==> config.mk <==
export PLATFORM = sky130hd
export DESIGN_NAME = qsu_fifo
export DESIGN_NICKNAME = d
export VERILOG_FILES = /design/src/hdl/qsu_pkg.sv /design/src/hdl/qsu_fifo.sv
export SDC_FILE = /design/constraint.sdc
export NUM_CORES = 1
export LEC_CHECK = 0
export ABC_AREA = 1
export ABC_CLOCK_PERIOD_IN_PS = 2630
export BUFFER_PORTS_ARGS = -buffer_cell sky130_fd_sc_hd__buf_2
export CORE_MARGIN = 2
export CORE_UTILIZATION = 51
export CTS_CLUSTER_SIZE = 24
export DETAILED_ROUTE_END_ITERATION = 10
export PLACE_DENSITY = 0.72
export SLEW_MARGIN = 20
export SYNTH_ARGS = -nofsm -noshare
export SYNTH_HDL_FRONTEND = slang
export SYNTH_SLANG_ARGS = --single-unit
export TNS_END_PERCENT = 5
==> constraint.sdc <==
create_clock -name clk -period 2.63 [get_ports clk]
set_input_delay 0.3945 -clock clk [delete_from_list [all_inputs] [get_ports clk]]
set_output_delay 0.3945 -clock clk [all_outputs]
set_load 0.02 [all_outputs]
==> src/hdl/qsu_pkg.sv <==
// ----------------------------------------------------------------------------
// qsu_pkg
// Shared types and constants of the quoted string unescaper.
// ----------------------------------------------------------------------------
package qsu_pkg;

	// Default number of hex digits that one x escape may carry (1 to 4).
	localparam int MAX_HEX_DIGITS_DEF = 4;

	// Reset value of the escape limit register.
	localparam logic [7:0] ESCAPE_LIMIT_RESET = 8'd127;

	// Register indexes of the configuration port.
	localparam int REG_ESCAPE_LIMIT = 0;
	localparam int APB_ADDR_W       = 3;
	localparam int APB_DATA_W       = 32;

	// Results that one input word can cause, and depth of the result queue.
	localparam int RES_SLOTS   = 3;
	localparam int QUEUE_DEPTH = 4;

	typedef enum logic [1:0] {
		KIND_BYTE  = 2'd0,
		KIND_ERROR = 2'd1,
		KIND_END   = 2'd2
	} kind_t;

	typedef struct packed {
		logic [7:0] data;
		kind_t      kind;
	} res_t;

	// All results of one input word, in output order; last_idx names the final one.
	typedef struct packed {
		res_t [RES_SLOTS-1:0] slot;
		logic [1:0]           last_idx;
	} bundle_t;

endpackage

==> src/hdl/qsu_fifo.sv <==
// ----------------------------------------------------------------------------
// qsu_fifo
// Short queue of result bundles between the scanner and the output stage.
// ----------------------------------------------------------------------------
module qsu_fifo
	import qsu_pkg::*;
(
	input  logic    clk,
	input  logic    arst_n,
	input  logic    push,
	input  bundle_t push_data,
	input  logic    pop,
	output bundle_t head,
	output logic    empty,
	output logic    full
);

	localparam int PW = $clog2(QUEUE_DEPTH);

	bundle_t         mem_q [QUEUE_DEPTH];
	logic [PW-1:0]   wr_ptr_q, rd_ptr_q;
	logic [PW:0]     count_q;

	assign empty = (count_q == '0);
	assign full  = (count_q == (PW+1)'(QUEUE_DEPTH));
	assign head  = mem_q[rd_ptr_q];

	always_ff @(posedge clk) begin
		if (push) mem_q[wr_ptr_q] <= push_data;
	end

	always_ff @(posedge clk or negedge arst_n) begin
		if (!arst_n) begin
			wr_ptr_q <= '0;
			rd_ptr_q <= '0;
			count_q  <= '0;
		end else begin
			if (push) wr_ptr_q <= wr_ptr_q + PW'(1);
			if (pop) rd_ptr_q <= rd_ptr_q + PW'(1);
			if (push && !pop) begin
				count_q <= count_q + (PW+1)'(1);
			end else if (pop && !push) begin
				count_q <= count_q - (PW+1)'(1);
			end
		end
	end

endmodule

==> summary.txt <==
Run status
  – Status: finished, final reports clean

Placement
  – Final GP Congestion: 0.711
  – HPWL Detailed: 5890 um
  – Port Buf Inserts: 69
  – DP Worst Slack: 0.786 ns

Detailed routing
  – Via density: 5.06
  – DRC errors left: 0
  – Iter 0 DRT Violations: 203
  – Post-route ant nets: 0
  – Pre-antenna DRT Iters: 4
  – Final WL: 9850 um
  – DR vias: 3265
  – Wire per inst: 15.3 um

Min path
  – Worst hold path cell count: 1
  – WHS Endpoint: mem_q[0][10]
  – Hold path start: push_data[10]
  – Type of the tightest min-delay check: input pin to flop

Power and ir drop
  – Internal power: 4.84 mW
  – Sw Pwr: 2.84 mW
  – Clock share of power: 26.5%
  – Total power: 7.68 mW
  – LEAKAGE: 2.69 nW
  – Maximum vdd drop: 596 uV
  – Register share of total power: 40.0%
  – Sw frac: 37.0%
  – Combinational share of power: 33.5%
  – Power per cell area: 1180 mW/mm2

Synthesis
  – Cells after synthesis: 421
  – Net Count, Synth: 463
  – Synth Warn #: 0
  – Synth Register Bits: 135
  – Post-synth cell types: 18
  – Cell Area, Synth: 0.00545 mm2
  – Sequential element share of the synthesized area: 73.7%
  – Synth Area per Inst: 13.0 um2

Clocking
  – CTS Buf Count: 17
  – Reg clk slew, reported paths: 0.06 ns
  – Clock sink count: 135
  – Clock tree buffer depth: 2
  – CTS tree: yes
  – CTS H-tree lvls: 4
  – PostCTS Resize Cnt: 0
  – Post-CTS Setup Bufs: 0
  – Root Buffer: clkbuf_8
  – Clock latency on the worst-skew pair: 0.51 ns
  – CTS Hold Bufs: 1

Timing
  – Crit share post-route: 90.4%
  – Final worst slack: 0.252 ns
  – Actual slew at the worst max-slew pin: 0.691 ns
  – Crit path time final: 2.38 ns
  – Final hold slack: 0.0984 ns
  – Max-slew violations: 0
  – Fmax: 0.420 GHz
  – Final setup fails: 0
  – Setup TNS: 0 ns
  – Unrepaired setup endpoints after global routing: false
  – Fin Clk Skew: 0.00865 ns
  – Max_slew headroom: 53.9%
  – Hold Fails Final Rpt: 0

Die
  – Die Height: 107 um
  – Core ar.: 0.0104 mm2
  – Die Area: 0.0115 mm2
  – DIE WIDTH: 107 um
  – I/O pin count: 70
  – Total number of placement rows: 37
  – Initial Util: 52.6%

Global routing
  – GRT Util Overall: 18.2%
  – Initial antenna violation count: 0
  – Vias in the first global route: 3140
  – First-pass GRT wire length: 15400 um
  – Largest net degree at the start of global routing: 53
  – Grt ovf: 0

Setup path
  – R2R cell count: 5
  – CP cell instances: buf_12, nand2_1, o211ai_1, nand2_1, buf_2
  – FF-to-FF setup slack: 0.86 ns
  – Worst Path Max Fanout: 52
  – Critical path capture point type: output port
  – Crit path kind: flop to output port
  – Most common cell on crit path: nand2_1
  – Required time of the critical path: 2.24 ns
  – Slowest cell delay on critical path: 0.78 ns
  – FF-to-FF Start: wr_ptr_q[0]
  – Slowest-stage cell, CP: dfrtp_4
  – Critical path arrival: 1.98 ns
  – Startpoint types: flop
  – FF-to-FF End: mem_q[0][29]

Layout
  – Proportion of layout cells with a drive suffix above 1: 21.6%
  – # diodes: 0
  – Fin nets: 538
  – Layout area overhead: 19.3%

Run
  – Max-cap viol count: 0
-- synthesized netlist by cell type (all sizes together) --
cell    number  area [um2]
nor3         2        10.0
fa           1        20.0
xor2         3        26.3
nand4        1        6.26
buf         20         109
o211ai      64         480
ha           5        62.6
inv         76         285
edfxtp     128        3840
xnor2        1        8.76
nand2      109         409
nand3        1        5.00
dfrtp        7         175
o21ai        1        5.00
clkbuf       2        7.51
-- critical path, delay by kind of cell, from the launching register on --
| family | cells | cell delay (ns) |
|---|---|---|
| and+or+nand+nor | 2 | 0.16 |
| buffers and inverters | 2 | 0.43 |
| AOI/OAI and AO/OA | 1 | 0.09 |
| DFF | 1 | 0.78 |
-- layout make-up --
cell class                      instances  area (um2)
Clock buffer                           17         414
Fill cell                             781        3860
Multi-Input combinational cell        188        1030
Clock inverter                         15         104
Tap cell                              136         170
Sequential cell                       135        4020
Timing Repair Buffer                   78         478
Inverter                               76         285
-- kinds of logic after synthesis --
family / synth area share [%]
adder cells (fa/ha/maj): 1.51
AND/OR/NAND/NOR: 7.89
AO/OA/AOI/OAI: 8.90
XOR/XNOR: 0.642
flip-flops: 73.7
buffers and inverters: 7.36
-- power groups by stage --
stage	Combinational (mW)	Sequential (mW)	Clock, mW
final	2.58	3.07	2.03
after global routing	2.85	3.12	2.16
after CTS	2.61	3.07	2.07
after detailed placement	2.60	3.11	0
after global placement	2.55	3.09	0
after floorplan	1.88	2.97	0
-- metal layers --
metal,global-route usage (%),vias to the layer above,wire length [um]
li1,-,1596,-
met4,7.51,0,94
met1,22.4,1572,4130
met3,4.78,8,533
met2,30.5,89,5090
met5,0,-,0
-- worst max-delay path by stage --
stage	startpoint	slack [ns]	to
2_1_floorplan	push	0.93	mem_q[0][0]
3_3_place_gp	rd_ptr_q[1]	0.80	head[27]
3_5_place_dp	rd_ptr_q[0]	0.79	head[14]
4_1_cts	rd_ptr_q[0]	0.23	head[16]
5_1_grt	rd_ptr_q[0]	0.08	head[19]
6_report	rd_ptr_q[0]	0.25	head[16]
-- cell usage in the layout (no fill, tap or decap), drive strengths merged, types with 3 or more instances in the layout --
cell      Yosys  final
clkinvlp      0      5
inv          76     80
dfrtp         7      7
xor2          3      3
edfxtp      128    128
ha            5      5
o211ai       64     64
buf          20     77
clkbuf        2     17
clkinv        0      6
nand2       109    109
-- sequential cells by signal, indices dropped and copies added, names as in the netlist --
| signal | flops |
|---|---|
| mem_q | 128 |
| count_q | 3 |
| rd_ptr_q | 2 |
| wr_ptr_q | 2 |
-- stage by stage --
stage | std cells | util, % | cell area (um2)
finish | 645 | 62.8 | 6510
global route | 645 | 62.8 | 6510
CTS | 645 | 62.8 | 6510
global placement | 612 | 57.7 | 5980
detailed placement | 612 | 57.7 | 5980
floorplan | 421 | - | 5450
No activity file was read; power rests on OpenSTA's default activity.
