[src/hdl/qsu_pkg.sv]
// ----------------------------------------------------------------------------
// qsu_pkg
// Shared types and constants of the quoted string unescaper.
// ----------------------------------------------------------------------------
package qsu_pkg;

	// Default number of hex digits that one x escape may carry (1 to 4).
	localparam int MAX_HEX_DIGITS_DEF = 4;

	// Reset value of the escape limit register.
	localparam logic [7:0] ESCAPE_LIMIT_RESET = 8'd127;

	// Register indexes of the configuration port.
	localparam int REG_ESCAPE_LIMIT = 0;
	localparam int APB_ADDR_W       = 3;
	localparam int APB_DATA_W       = 32;

	// Results that one input word can cause, and depth of the result queue.
	localparam int RES_SLOTS   = 3;
	localparam int QUEUE_DEPTH = 4;

	typedef enum logic [1:0] {
		KIND_BYTE  = 2'd0,
		KIND_ERROR = 2'd1,
		KIND_END   = 2'd2
	} kind_t;

	typedef struct packed {
		logic [7:0] data;
		kind_t      kind;
	} res_t;

	// All results of one input word, in output order; last_idx names the final one.
	typedef struct packed {
		res_t [RES_SLOTS-1:0] slot;
		logic [1:0]           last_idx;
	} bundle_t;

endpackage

[src/hdl/qsu_if.sv]
// ----------------------------------------------------------------------------
// qsu_in_if / qsu_out_if
// Valid/ready channels for raw input words and decoded result words.
// ----------------------------------------------------------------------------
interface qsu_in_if;
	logic       valid;
	logic       ready;
	logic [7:0] in_byte;
	logic       end_of_input;

	modport source (output valid, output in_byte, output end_of_input, input ready);
	modport sink (input valid, input in_byte, input end_of_input, output ready);
endinterface


[src/hdl/qsu_front.sv]
// ----------------------------------------------------------------------------
// qsu_front
// Scanner: takes one raw word per cycle unless the queue is full, tracks quote
// and escape state and builds the bundle of results that the word causes.
// ----------------------------------------------------------------------------
module qsu_front
	import qsu_pkg::*;
#(
	parameter int MAX_HEX_DIGITS = MAX_HEX_DIGITS_DEF
) (
	input  logic        clk,
	input  logic        arst_n,
	qsu_in_if.sink      byte_stream,
	input  logic [7:0]  escape_limit,
	input  logic        full,
	output logic        push,
	output bundle_t     bundle
);

	localparam int AW   = 4 * MAX_HEX_DIGITS;
	localparam int CW   = (AW > 8) ? AW : 8;
	localparam int CNTW = $clog2(MAX_HEX_DIGITS + 1);

	localparam logic [7:0] CH_QUOTE = 8'h22;
	localparam logic [7:0] CH_APOS  = 8'h27;
	localparam logic [7:0] CH_BSL   = 8'h5C;
	localparam logic [7:0] CH_LX    = 8'h78;
	localparam logic [7:0] CH_UX    = 8'h58;

	typedef enum logic [3:0] {
		MODE_OUT = 4'b0001,
		MODE_IN  = 4'b0010,
		MODE_ESC = 4'b0100,
		MODE_HEX = 4'b1000
	} mode_t;

	mode_t             mode_q, mode_n;
	logic [CNTW-1:0]   cnt_q, cnt_n;
	logic [AW-1:0]     acc_q, acc_n, acc_dig;
	logic              halt_q, halt_n;

	logic [7:0]        c;
	logic              accept;
	logic              is_hex;
	logic [3:0]        dig;
	logic              esc_known;
	logic [7:0]        esc_val;
	logic              do_inside;
	logic              fin;
	logic [AW-1:0]     fin_val;
	logic [1:0]        n;

	assign c      = byte_stream.in_byte;
	assign byte_stream.ready = !full;
	assign accept = byte_stream.valid && !full;

	always_comb begin
		is_hex = 1'b1;
		dig    = 4'd0;
		if (c >= 8'h30 && c <= 8'h39) begin
			dig = 4'(c - 8'h30);
		end else if (c >= 8'h61 && c <= 8'h66) begin
			dig = 4'(c - 8'h57);
		end else if (c >= 8'h41 && c <= 8'h46) begin
			dig = 4'(c - 8'h37);
		end else begin
			is_hex = 1'b0;
		end
	end

	always_comb begin
		esc_known = 1'b1;
		unique case (c)
			8'h62:    esc_val = 8'h08;
			8'h74:    esc_val = 8'h09;
			8'h6E:    esc_val = 8'h0A;
			8'h66:    esc_val = 8'h0C;
			8'h72:    esc_val = 8'h0D;
			CH_QUOTE: esc_val = CH_QUOTE;
			CH_APOS:  esc_val = CH_APOS;
			CH_BSL:   esc_val = CH_BSL;
			default: begin
				esc_val   = 8'h00;
				esc_known = 1'b0;
			end
		endcase
	end

	assign acc_dig = (acc_q << 4) | AW'(dig);

	// Results are appended to the bundle in order; n counts them.
	always_comb begin
		mode_n    = mode_q;
		cnt_n     = cnt_q;
		acc_n     = acc_q;
		halt_n    = halt_q;
		bundle    = '0;
		n         = 2'd0;
		do_inside = 1'b0;
		fin       = 1'b0;
		fin_val   = '0;

		if (!halt_q) begin
			unique case (mode_q)
				MODE_OUT: begin
					if (c == CH_QUOTE) mode_n = MODE_IN;
				end
				MODE_IN: begin
					do_inside = 1'b1;
				end
				MODE_ESC: begin
					if (c == CH_LX || c == CH_UX) begin
						mode_n = MODE_HEX;
						cnt_n  = '0;
						acc_n  = '0;
					end else if (esc_known) begin
						bundle.slot[n].data = esc_val;
						bundle.slot[n].kind = KIND_BYTE;
						n = n + 2'd1;
						mode_n = MODE_IN;
					end else begin
						bundle.slot[n].kind = KIND_ERROR;
						n = n + 2'd1;
						halt_n = 1'b1;
					end
				end
				MODE_HEX: begin
					if (is_hex) begin
						acc_n = acc_dig;
						cnt_n = cnt_q + CNTW'(1);
						if (cnt_n == CNTW'(MAX_HEX_DIGITS)) begin
							fin     = 1'b1;
							fin_val = acc_dig;
						end
					end else if (cnt_q == '0) begin
						bundle.slot[n].kind = KIND_ERROR;
						n = n + 2'd1;
						halt_n = 1'b1;
					end else begin
						fin       = 1'b1;
						fin_val   = acc_q;
						do_inside = 1'b1;
					end
				end
				default: begin
					mode_n = MODE_OUT;
				end
			endcase
		end

		if (fin) begin
			cnt_n  = '0;
			acc_n  = '0;
			mode_n = MODE_IN;
			if (CW'(fin_val) > CW'(escape_limit)) begin
				bundle.slot[n].kind = KIND_ERROR;
				n = n + 2'd1;
				halt_n    = 1'b1;
				do_inside = 1'b0;
			end else begin
				bundle.slot[n].data = 8'(fin_val);
				bundle.slot[n].kind = KIND_BYTE;
				n = n + 2'd1;
			end
		end

		if (do_inside) begin
			if (c == CH_BSL) begin
				mode_n = MODE_ESC;
			end else if (c == CH_QUOTE) begin
				mode_n = MODE_OUT;
			end else begin
				bundle.slot[n].data = c;
				bundle.slot[n].kind = KIND_BYTE;
				n = n + 2'd1;
			end
		end

		if (byte_stream.end_of_input) begin
			// A backslash or hex escape left open at the end of the token.
			if (!halt_n) begin
				if (mode_n == MODE_ESC || (mode_n == MODE_HEX && cnt_n == '0)) begin
					bundle.slot[n].kind = KIND_ERROR;
					n = n + 2'd1;
				end else if (mode_n == MODE_HEX) begin
					if (CW'(acc_n) > CW'(escape_limit)) begin
						bundle.slot[n].kind = KIND_ERROR;
					end else begin
						bundle.slot[n].data = 8'(acc_n);
						bundle.slot[n].kind = KIND_BYTE;
					end
					n = n + 2'd1;
				end
			end
			bundle.slot[n].kind = KIND_END;
			n = n + 2'd1;
			mode_n = MODE_OUT;
			cnt_n  = '0;
			acc_n  = '0;
			halt_n = 1'b0;
		end

		bundle.last_idx = n - 2'd1;
	end

	assign push = accept && (n != 2'd0);

	always_ff @(posedge clk or negedge arst_n) begin
		if (!arst_n) begin
			mode_q <= MODE_OUT;
			cnt_q  <= '0;
			acc_q  <= '0;
			halt_q <= 1'b0;
		end else if (accept) begin
			mode_q <= mode_n;
			cnt_q  <= cnt_n;
			acc_q  <= acc_n;
			halt_q <= halt_n;
		end
	end

endmodule

[src/flat_wrapper.sv]
// flat-port wrapper written by rule: the top's interface ports become plain ports
module qsu_front_flat import qsu_pkg::*;
#(
	parameter int MAX_HEX_DIGITS = MAX_HEX_DIGITS_DEF
)
  (clk, arst_n, escape_limit, full, push, bundle, byte_stream_valid, byte_stream_in_byte, byte_stream_end_of_input, byte_stream_ready);
  qsu_in_if byte_stream_i ();
  input  logic clk;
  input  logic arst_n;
  input  logic [7:0] escape_limit;
  input  logic full;
  output logic push;
  output bundle_t bundle;
  input wire logic [$bits(byte_stream_i.valid)-1:0] byte_stream_valid;
  input wire logic [$bits(byte_stream_i.in_byte)-1:0] byte_stream_in_byte;
  input wire logic [$bits(byte_stream_i.end_of_input)-1:0] byte_stream_end_of_input;
  output wire logic [$bits(byte_stream_i.ready)-1:0] byte_stream_ready;
  assign byte_stream_i.valid = byte_stream_valid;
  assign byte_stream_i.in_byte = byte_stream_in_byte;
  assign byte_stream_i.end_of_input = byte_stream_end_of_input;
  assign byte_stream_ready = byte_stream_i.ready;
  qsu_front #(.MAX_HEX_DIGITS(MAX_HEX_DIGITS)) u_core (.clk(clk), .arst_n(arst_n), .byte_stream(byte_stream_i), .escape_limit(escape_limit), .full(full), .push(push), .bundle(bundle));
endmodule
[config.mk]
export PLATFORM = sky130hd
export DESIGN_NAME = qsu_front_flat
export DESIGN_NICKNAME = d
export VERILOG_FILES = /design/src/hdl/qsu_pkg.sv /design/src/hdl/qsu_if.sv /design/src/hdl/qsu_front.sv /design/src/flat_wrapper.sv
export SDC_FILE = /design/constraint.sdc
export NUM_CORES = 1
export LEC_CHECK = 0
export BUFFER_PORTS_ARGS = -buffer_cell sky130_fd_sc_hd__buf_2
export CORE_ASPECT_RATIO = 2
export CORE_MARGIN = 1.5
export CORE_UTILIZATION = 40
export CTS_CLUSTER_DIAMETER = 100
export DETAILED_ROUTE_END_ITERATION = 6
export PLACE_DENSITY = 0.71
export SYNTH_ARGS = -nofsm -noshare
export SYNTH_HDL_FRONTEND = slang
export SYNTH_SLANG_ARGS = --single-unit
[constraint.sdc]
create_clock -name clk -period 25.8 [get_ports clk]
set_clock_uncertainty 0.1 [all_clocks]
set_input_delay 5.16 -clock clk [delete_from_list [all_inputs] [get_ports clk]]
set_output_delay 5.16 -clock clk [all_outputs]
set_load 0.02 [all_outputs]
==> out/metrics.csv, run 1 <==
stage,metric,value,unit
logic_synthesis,synth_top_family_by_area,compound AO/OA/AOI/OAI gates,
run,maxCapViolCount,0,
min_path,hold_start,u_core.acc_q[13],
clock_network,numCtsBuffers,3,
min_path,holdPathEnd,u_core.acc_q[13],
power,power.total,99.02,µW
timing,max_freq,60.30,MHz
die,die_area,9247,µm²
layout,mostFrequentLayoutCells,"54 x buf_2, 53 x nand2_1, 33 x ha_1",
clock_network,clock_latency,270,ps
logic_synthesis,synth_area_per_cell,7.702,µm²
layout,area_growth,11.76,%
clock_network,cts_tree,yes,
drt,ant_nets,0,
clock_network,post_cts_resize_count,0,
logic_synthesis,synthSimpleGateAreaFrac,29.23,%
worst_setup_path,r2r_slack,21040,ps
die,io_pins,55,
worst_setup_path,reg2reg_from,u_core.mode_q[1],
layout,n_fill_cell,863,
grt,grt_pass1_vias,3576,
place,hpwl,9238,µm
die,initial_core_util,41.41,%
layout,drive_gt1_share,17.70,%
timing,grt_setup_unrepaired,no,
logic_synthesis,synth-seq-cells,24,
timing,worst-slew-pin-transition,837.8,ps
worst_setup_path,crit_type,in -> out,
die,core_region_area,8351,µm²
logic_synthesis,synth_edf_count,0,
logic_synthesis,synth_compound_area_share,29.49,%
timing,period_share,64.28,%
logic_synthesis,synth_xor_area_share,1.230,%
clock_network,cts_buffer_depth,2,
layout,fin_nets,541,
clock_network,cts_max_level,1,
place,io_buffers,54,
die,die_w,68.75,µm
clock_network,clk_pin_slew,60,ps
place,dp.cells,580,
grt,grt_max_degree,25,
timing,maxSlewHeadroom,43.68,%
logic_synthesis,ys_warn_count,0,
worst_setup_path,crit_arrival,11320,ps
logic_synthesis,synth_cell_type_count,79,
min_path,hold_path.class,reg -> reg,
drt,post_drt_wl_per_cell,19.65,µm
worst_setup_path,r2r_cells,15,
logic_synthesis,synthesis.instances,449,
logic_synthesis,yosys-mux-area-fraction,4.269,%
grt,grt_pass1_wl,18620,µm
grt,grt_usage,26.46,%
clock_network,cts_root_buf,clkbuf_16,
power,peakVddDrop,19.24,µV
run_status,status,finished clean,
worst_setup_path,endpoint_kind,output port,
drt,viasPerCell,6.231,
timing,fin_crit,16580,ps
timing,setup_tns,0,ps
layout,final_cells,584,
grt,antenna_found_initial,0,
layout,diodes,0,
timing,hold_violations,0,
logic_synthesis,syn_nets,503,
power,p_per_area,25.62,nW/µm²
drt,drtIter0Drc,135,
die,row_count,47,
drt,drtPass1Iterations,5,
logic_synthesis,syn_area,3458,µm²
grt,overflow,0,
drt,num_vias,3639,
clock_network,cts_hold_buf,0,
clock_network,cts_sinks,24,
timing,slew_violations,0,
clock_network,cts_setup_buffers,0,
logic_synthesis,synthAdderAreaFrac,11.94,%
timing,finalSetupViolCount,0,
logic_synthesis,ys_async_sr_fraction,100.0,%
die,die_h,134.5,µm
min_path,whs_path_depth,1,
power,p_leak,0.001769,µW
layout,layout_commonest_cell,buf_2,
worst_setup_path,cp-start-kind,input port,
worst_setup_path,r2r_end,u_core.mode_q[2],
drt,route.detailed.drc,0,
drt,routed_wl,11480,µm
timing,hold_ws,434.4,ps
logic_synthesis,ys_seq_area_share,17.40,%
place,gp_congestion,0.9745,
worst_setup_path,cp.required,20540,ps
worst_setup_path,crit_fanout,19,
logic_synthesis,synth_flop_cell,dfrtp_1,
synth_stat cells (3+ instances only):
master | number | area (µm²)
mux2_2 | 3 | 33.78
nor2b_1 | 7 | 43.79
inv_1 | 30 | 112.6
a31oi_1 | 6 | 37.54
nor4_1 | 9 | 56.30
and3_1 | 3 | 18.77
nor3b_1 | 3 | 22.52
nand4_1 | 6 | 37.54
o31ai_1 | 5 | 37.54
nor3_1 | 13 | 65.06
o21ai_1 | 5 | 25.02
and2_1 | 7 | 43.79
nand2_1 | 53 | 198.9
mux2i_1 | 10 | 100.1
o41ai_1 | 3 | 26.28
dfrtp_1 | 23 | 575.6
clkbuf_1 | 10 | 37.54
or4_1 | 4 | 30.03
a21o_1 | 3 | 22.52
a22o_1 | 27 | 236.5
or3_1 | 3 | 18.77
nand3_1 | 13 | 65.06
o21ai_0 | 25 | 125.1
a21oi_1 | 25 | 125.1
nor2_1 | 29 | 108.9
and4_1 | 3 | 26.28
nand3b_1 | 3 | 22.52
buf_2 | 7 | 35.03
nand2b_1 | 10 | 62.56
ha_1 | 33 | 412.9
a211oi_1 | 4 | 30.03
buf_1 | 4 | 15.01
critical path: stages:
cell and delay, ps:
buf_2 170, inv_1 110, ha_1 240, nor3b_1 380, or3_1 350, nand2_4 150
a211oi_2 690, buf_4 280, inv_2 170, nand2_1 130, inv_1 50, ha_1 270
nor2b_1 130, o21ai_0 230, a31o_2 220, a31oi_4 200, a211oi_1 310, buf_4 240
mux2i_2 340, inv_1 100, ha_1 310, mux2i_1 220, ha_1 270, mux2i_1 150
ha_1 250, inv_1 50, buf_2 150
final cells by class:
type	instances	area (µm²)	area share (%)
Clock buffer	3	75.07	1.942
Clock inverter	1	30.03	0.7769
Inverter	31	116.4	3.011
Multi-Input combinational cell	371	2634	68.15
Sequential cell	24	601.8	15.57
Tap cell	98	122.6	3.173
Timing Repair Buffer	56	285.3	7.381
routing by layer:
metal	global-route usage [%]	share of wire (%)	wire, µm
met3	2.250	4.0	461
met1	29.82	38	4327
met2	45.62	51	5907
met5	0	0	0
met4	16.67	6.8	782
per-stage QoR:
step	area, µm²	setup WS [ps]	util (%)
finish	3865	9215	46.28
global route	3865	8519	46.28
CTS	3865	9242	46.28
detailed placement	3760	9262	45.03
global placement	3760	9526	45.03
floorplan	3458	10070	-
kinds of logic after synthesis:
family / after synthesis
and+or+nand+nor: 185
AOI/OAI and AO/OA: 135
buffers and inverters: 54
adders and majority gates: 33
DFF: 24
muxes: 14
xor gates and xnor gates: 4
power by group:
| group | internal (µW) | switching (µW) |
|---|---|---|
| sequential | 38.0 | 0.615 |
| clock | 30.9 | 13.8 |
| combinational | 5.09 | 10.6 |
| total | 74.0 | 25.0 |
worst max-delay path by stage:
stage                      startpoint          to  slack, ps  depth (start not counted)
2_1_floorplan  byte_stream_in_byte[3]  bundle[12]      10070                         22
3_3_place_gp   byte_stream_in_byte[0]   bundle[1]       9530                         28
3_5_place_dp   byte_stream_in_byte[1]   bundle[1]       9260                         27
4_1_cts        byte_stream_in_byte[1]   bundle[1]       9240                         27
5_1_grt        byte_stream_in_byte[1]   bundle[1]       8520                         27
6_report       byte_stream_in_byte[0]   bundle[1]       9220                         27
state kept, by name (all words and copies together), names as in the netlist:
signal and cells:
u_core.acc_q 16, u_core.cnt_q 3, u_core.halt_q 1, u_core.mode_q 4
Note: power is estimated with default switching activity, not from simulation.
==> inputs of run 2 (changes only) <==
- clock period: 25.8 -> 15.5 ns (I/O delays scaled with it)
==> run 2 against run 1 <==
First-iteration DRC count rose by 22%. Clock-buffer cell count unchanged. Critical path depth is the same. Power increased by 67%. Non-clock buffer count unchanged. Hold slack worse by 3.3 ps. Largest power group unchanged.
==> out/metrics.csv, run 2 (same netlist as run 1, synthesis figures left out) <==
stage,metric,value,unit,change
place,dp.cells,580,,unchanged
run,maxCapViolCount,0,,unchanged
power,power_switching_share,25.42,%,+0.14 points
clock_network,cts_buffer_depth,2,,unchanged
clock_network,clock_latency,270,ps,about the same
grt,overflow,0,,unchanged
drt,post_drt_wl_per_cell,19.62,µm,-0.17%
clock_network,numCtsBuffers,3,,unchanged
die,row_count,47,,unchanged
worst_setup_path,cp.required,12300,ps,-8240 ps
power,power_frac_comb,15.8,%,about the same
clock_network,cts_root_buf,clkbuf_16,,
layout,final_cell_area,3865,µm²,unchanged
power,clkPwrFrac,45.3,%,+0.2 points
clock_network,cts_sinks,24,,unchanged
layout,diodes,0,,unchanged
power,p_per_area,42.73,nW/µm²,+67%
clock_network,cts_tree,yes,,
die,die_w,68.75,µm,unchanged
die,io_pins,55,,unchanged
worst_setup_path,crit_slowest_cell,a211oi_2,,
layout,regMostFlops,u_core.acc_q,,
timing,hold_violations,0,,unchanged
worst_setup_path,cp-start-kind,input port,,
timing,max_freq,80.02,MHz,
drt,route.detailed.drc,0,,unchanged
worst_setup_path,crit_type,in -> out,,
drt,drtIter0Drc,165,,+22%
worst_setup_path,endpoint_kind,output port,,
grt,grt_usage,26.33,%,-0.13 points
place,place_area,3760,µm²,unchanged
worst_setup_path,crit_arrival,9300,ps,-2020 ps
grt,grt_pass1_wl,18550,µm,-0.37%
timing,slew_violations,0,,unchanged
place,hpwl,9247,µm,about the same
power,p_leak,0.001769,µW,unchanged
die,die_h,134.5,µm,unchanged
grt,antenna_found_initial,0,,unchanged
power,pwr-share-seq,39.0,%,about the same
worst_setup_path,max_stage_delay,700,ps,about the same
timing,grt_setup_unrepaired,no,,
worst_setup_path,cp_common_cell,ha_1,,
timing,setup_tns,0,ps,unchanged
power,p_int,123.2,µW,+66%
grt,grt_max_degree,25,,unchanged
layout,fin_nets,541,,unchanged
drt,ant_nets,0,,unchanged
layout,mostFrequentLayoutCells,"54 x buf_2, 53 x nand2_1, 33 x ha_1",,
timing,finalSetupViolCount,0,,unchanged
grt,grt_pass1_vias,3591,,+0.42%
timing,fin_crit,12500,ps,
die,die_area,9247,µm²,unchanged
place,io_buffers,54,,unchanged
drt,drtPass1Iterations,5,,unchanged
worst_setup_path,crit_fanout,19,,unchanged
clock_network,post_cts_resize_count,0,,unchanged
drt,routed_wl,11460,µm,-0.17%
die,initial_core_util,41.41,%,unchanged
run_status,status,finished clean,,
timing,maxSlewHeadroom,43.79,%,+0.11 points
die,core_region_area,8351,µm²,unchanged
timing,period_share,80.63,%,
clock_network,cts_setup_buffers,0,,unchanged
drt,num_vias,3624,,-0.41%
place,gp_congestion,0.9728,,-0.17%
layout,top_regs,"u_core.acc_q (16), u_core.mode_q (4), u_core.cnt_q (3)",,
clock_network,cts_hold_buf,0,,unchanged
power,p_sw,41.97,µW,+68%
layout,drive_gt1_share,17.70,%,unchanged
min_path,hold_path.class,reg -> reg,,
drt,viasPerCell,6.205,,-0.41%
layout,final_cells,584,,unchanged
clock_network,clk_pin_slew,60,ps,about the same
timing,worst-slew-pin-transition,840.0,ps,+2.205 ps
layout,layout_commonest_cell,buf_2,,
layout,area_growth,11.76,%,unchanged
layout,largest_reg_flops,16,,unchanged
power,peakVddDrop,30.31,µV,+58%
clock_network,cts_max_level,1,,unchanged
==> run 2: cell counts in the layout (fill, tap and decap cells not counted) <==
Identical to the previous run, type by type.
==> run 2: power by group through the flow <==
stage / logic, µW / registers [µW] / clock network, µW
2_1_floorplan: 17.2 / 64.4 / 0
3_3_place_gp: 25.1 / 65.4 / 0
3_5_place_dp: 25.6 / 65.5 / 0
4_1_cts: 25.8 / 64.3 / 75.6
5_1_grt: 28.6 / 64.4 / 77.7
6_report: 26.0 / 64.4 / 74.7
==> run 2: worst max-delay path: cells and delay by family <==
family	cells	cell delay, ps
mux	3	690
simple gates	5	1170
buf+inv	9	1310
fa+ha+maj	5	1350
compound gates	5	1640
==> run 2: routing by layer <==
layer | track usage (%) | share of wire [%]
met1 | 28.83 | 38
met4 | 19.72 | 7.4
met3 | 2.083 | 3.4
met5 | 0 | 0
met2 | 44.82 | 51
==> run 2: layout make-up <==
class                           count  area, µm²
Timing Repair Buffer               56      285.3
Multi-Input combinational cell    371       2634
Inverter                           31      116.4
Fill cell                         863       4486
Clock buffer                        3      75.07
Tap cell                           98      122.6
Sequential cell                    24      601.8
Clock inverter                      1      30.03
==> run 2: metrics by stage <==
| step | setup slack [ps] | util, % | power, µW | hold slack [ps] |
|---|---|---|---|---|
| 2_1_floorplan | 3890 | - | 81.61 | 380.0 |
| 3_3_place_gp | 3349 | 45.03 | 90.54 | 414.7 |
| 3_5_place_dp | 3079 | 45.03 | 91.13 | 416.8 |
| 4_1_cts | 3070 | 46.28 | 165.7 | 436.0 |
| 5_1_grt | 2403 | 46.28 | 170.7 | 457.8 |
| 6_report | 3003 | 46.28 | 165.1 | 431.1 |
==> run 2: final timing paths <==
check	startpoint	endpoint	slack, ps	cells past startpoint
worst max-delay path	byte_stream_in_byte[1]	bundle[1]	3000	27
worst min-delay path	u_core.acc_q[15]	u_core.acc_q[15]	430	1
worst max register to register	u_core.mode_q[1]	u_core.mode_q[2]	10720	16
worst min register to register	u_core.acc_q[15]	u_core.acc_q[15]	430	1
max in group asynchronous	arst_n	u_core.mode_q[0]	12220	1
min in group asynchronous	arst_n	u_core.acc_q[5]	2710	1
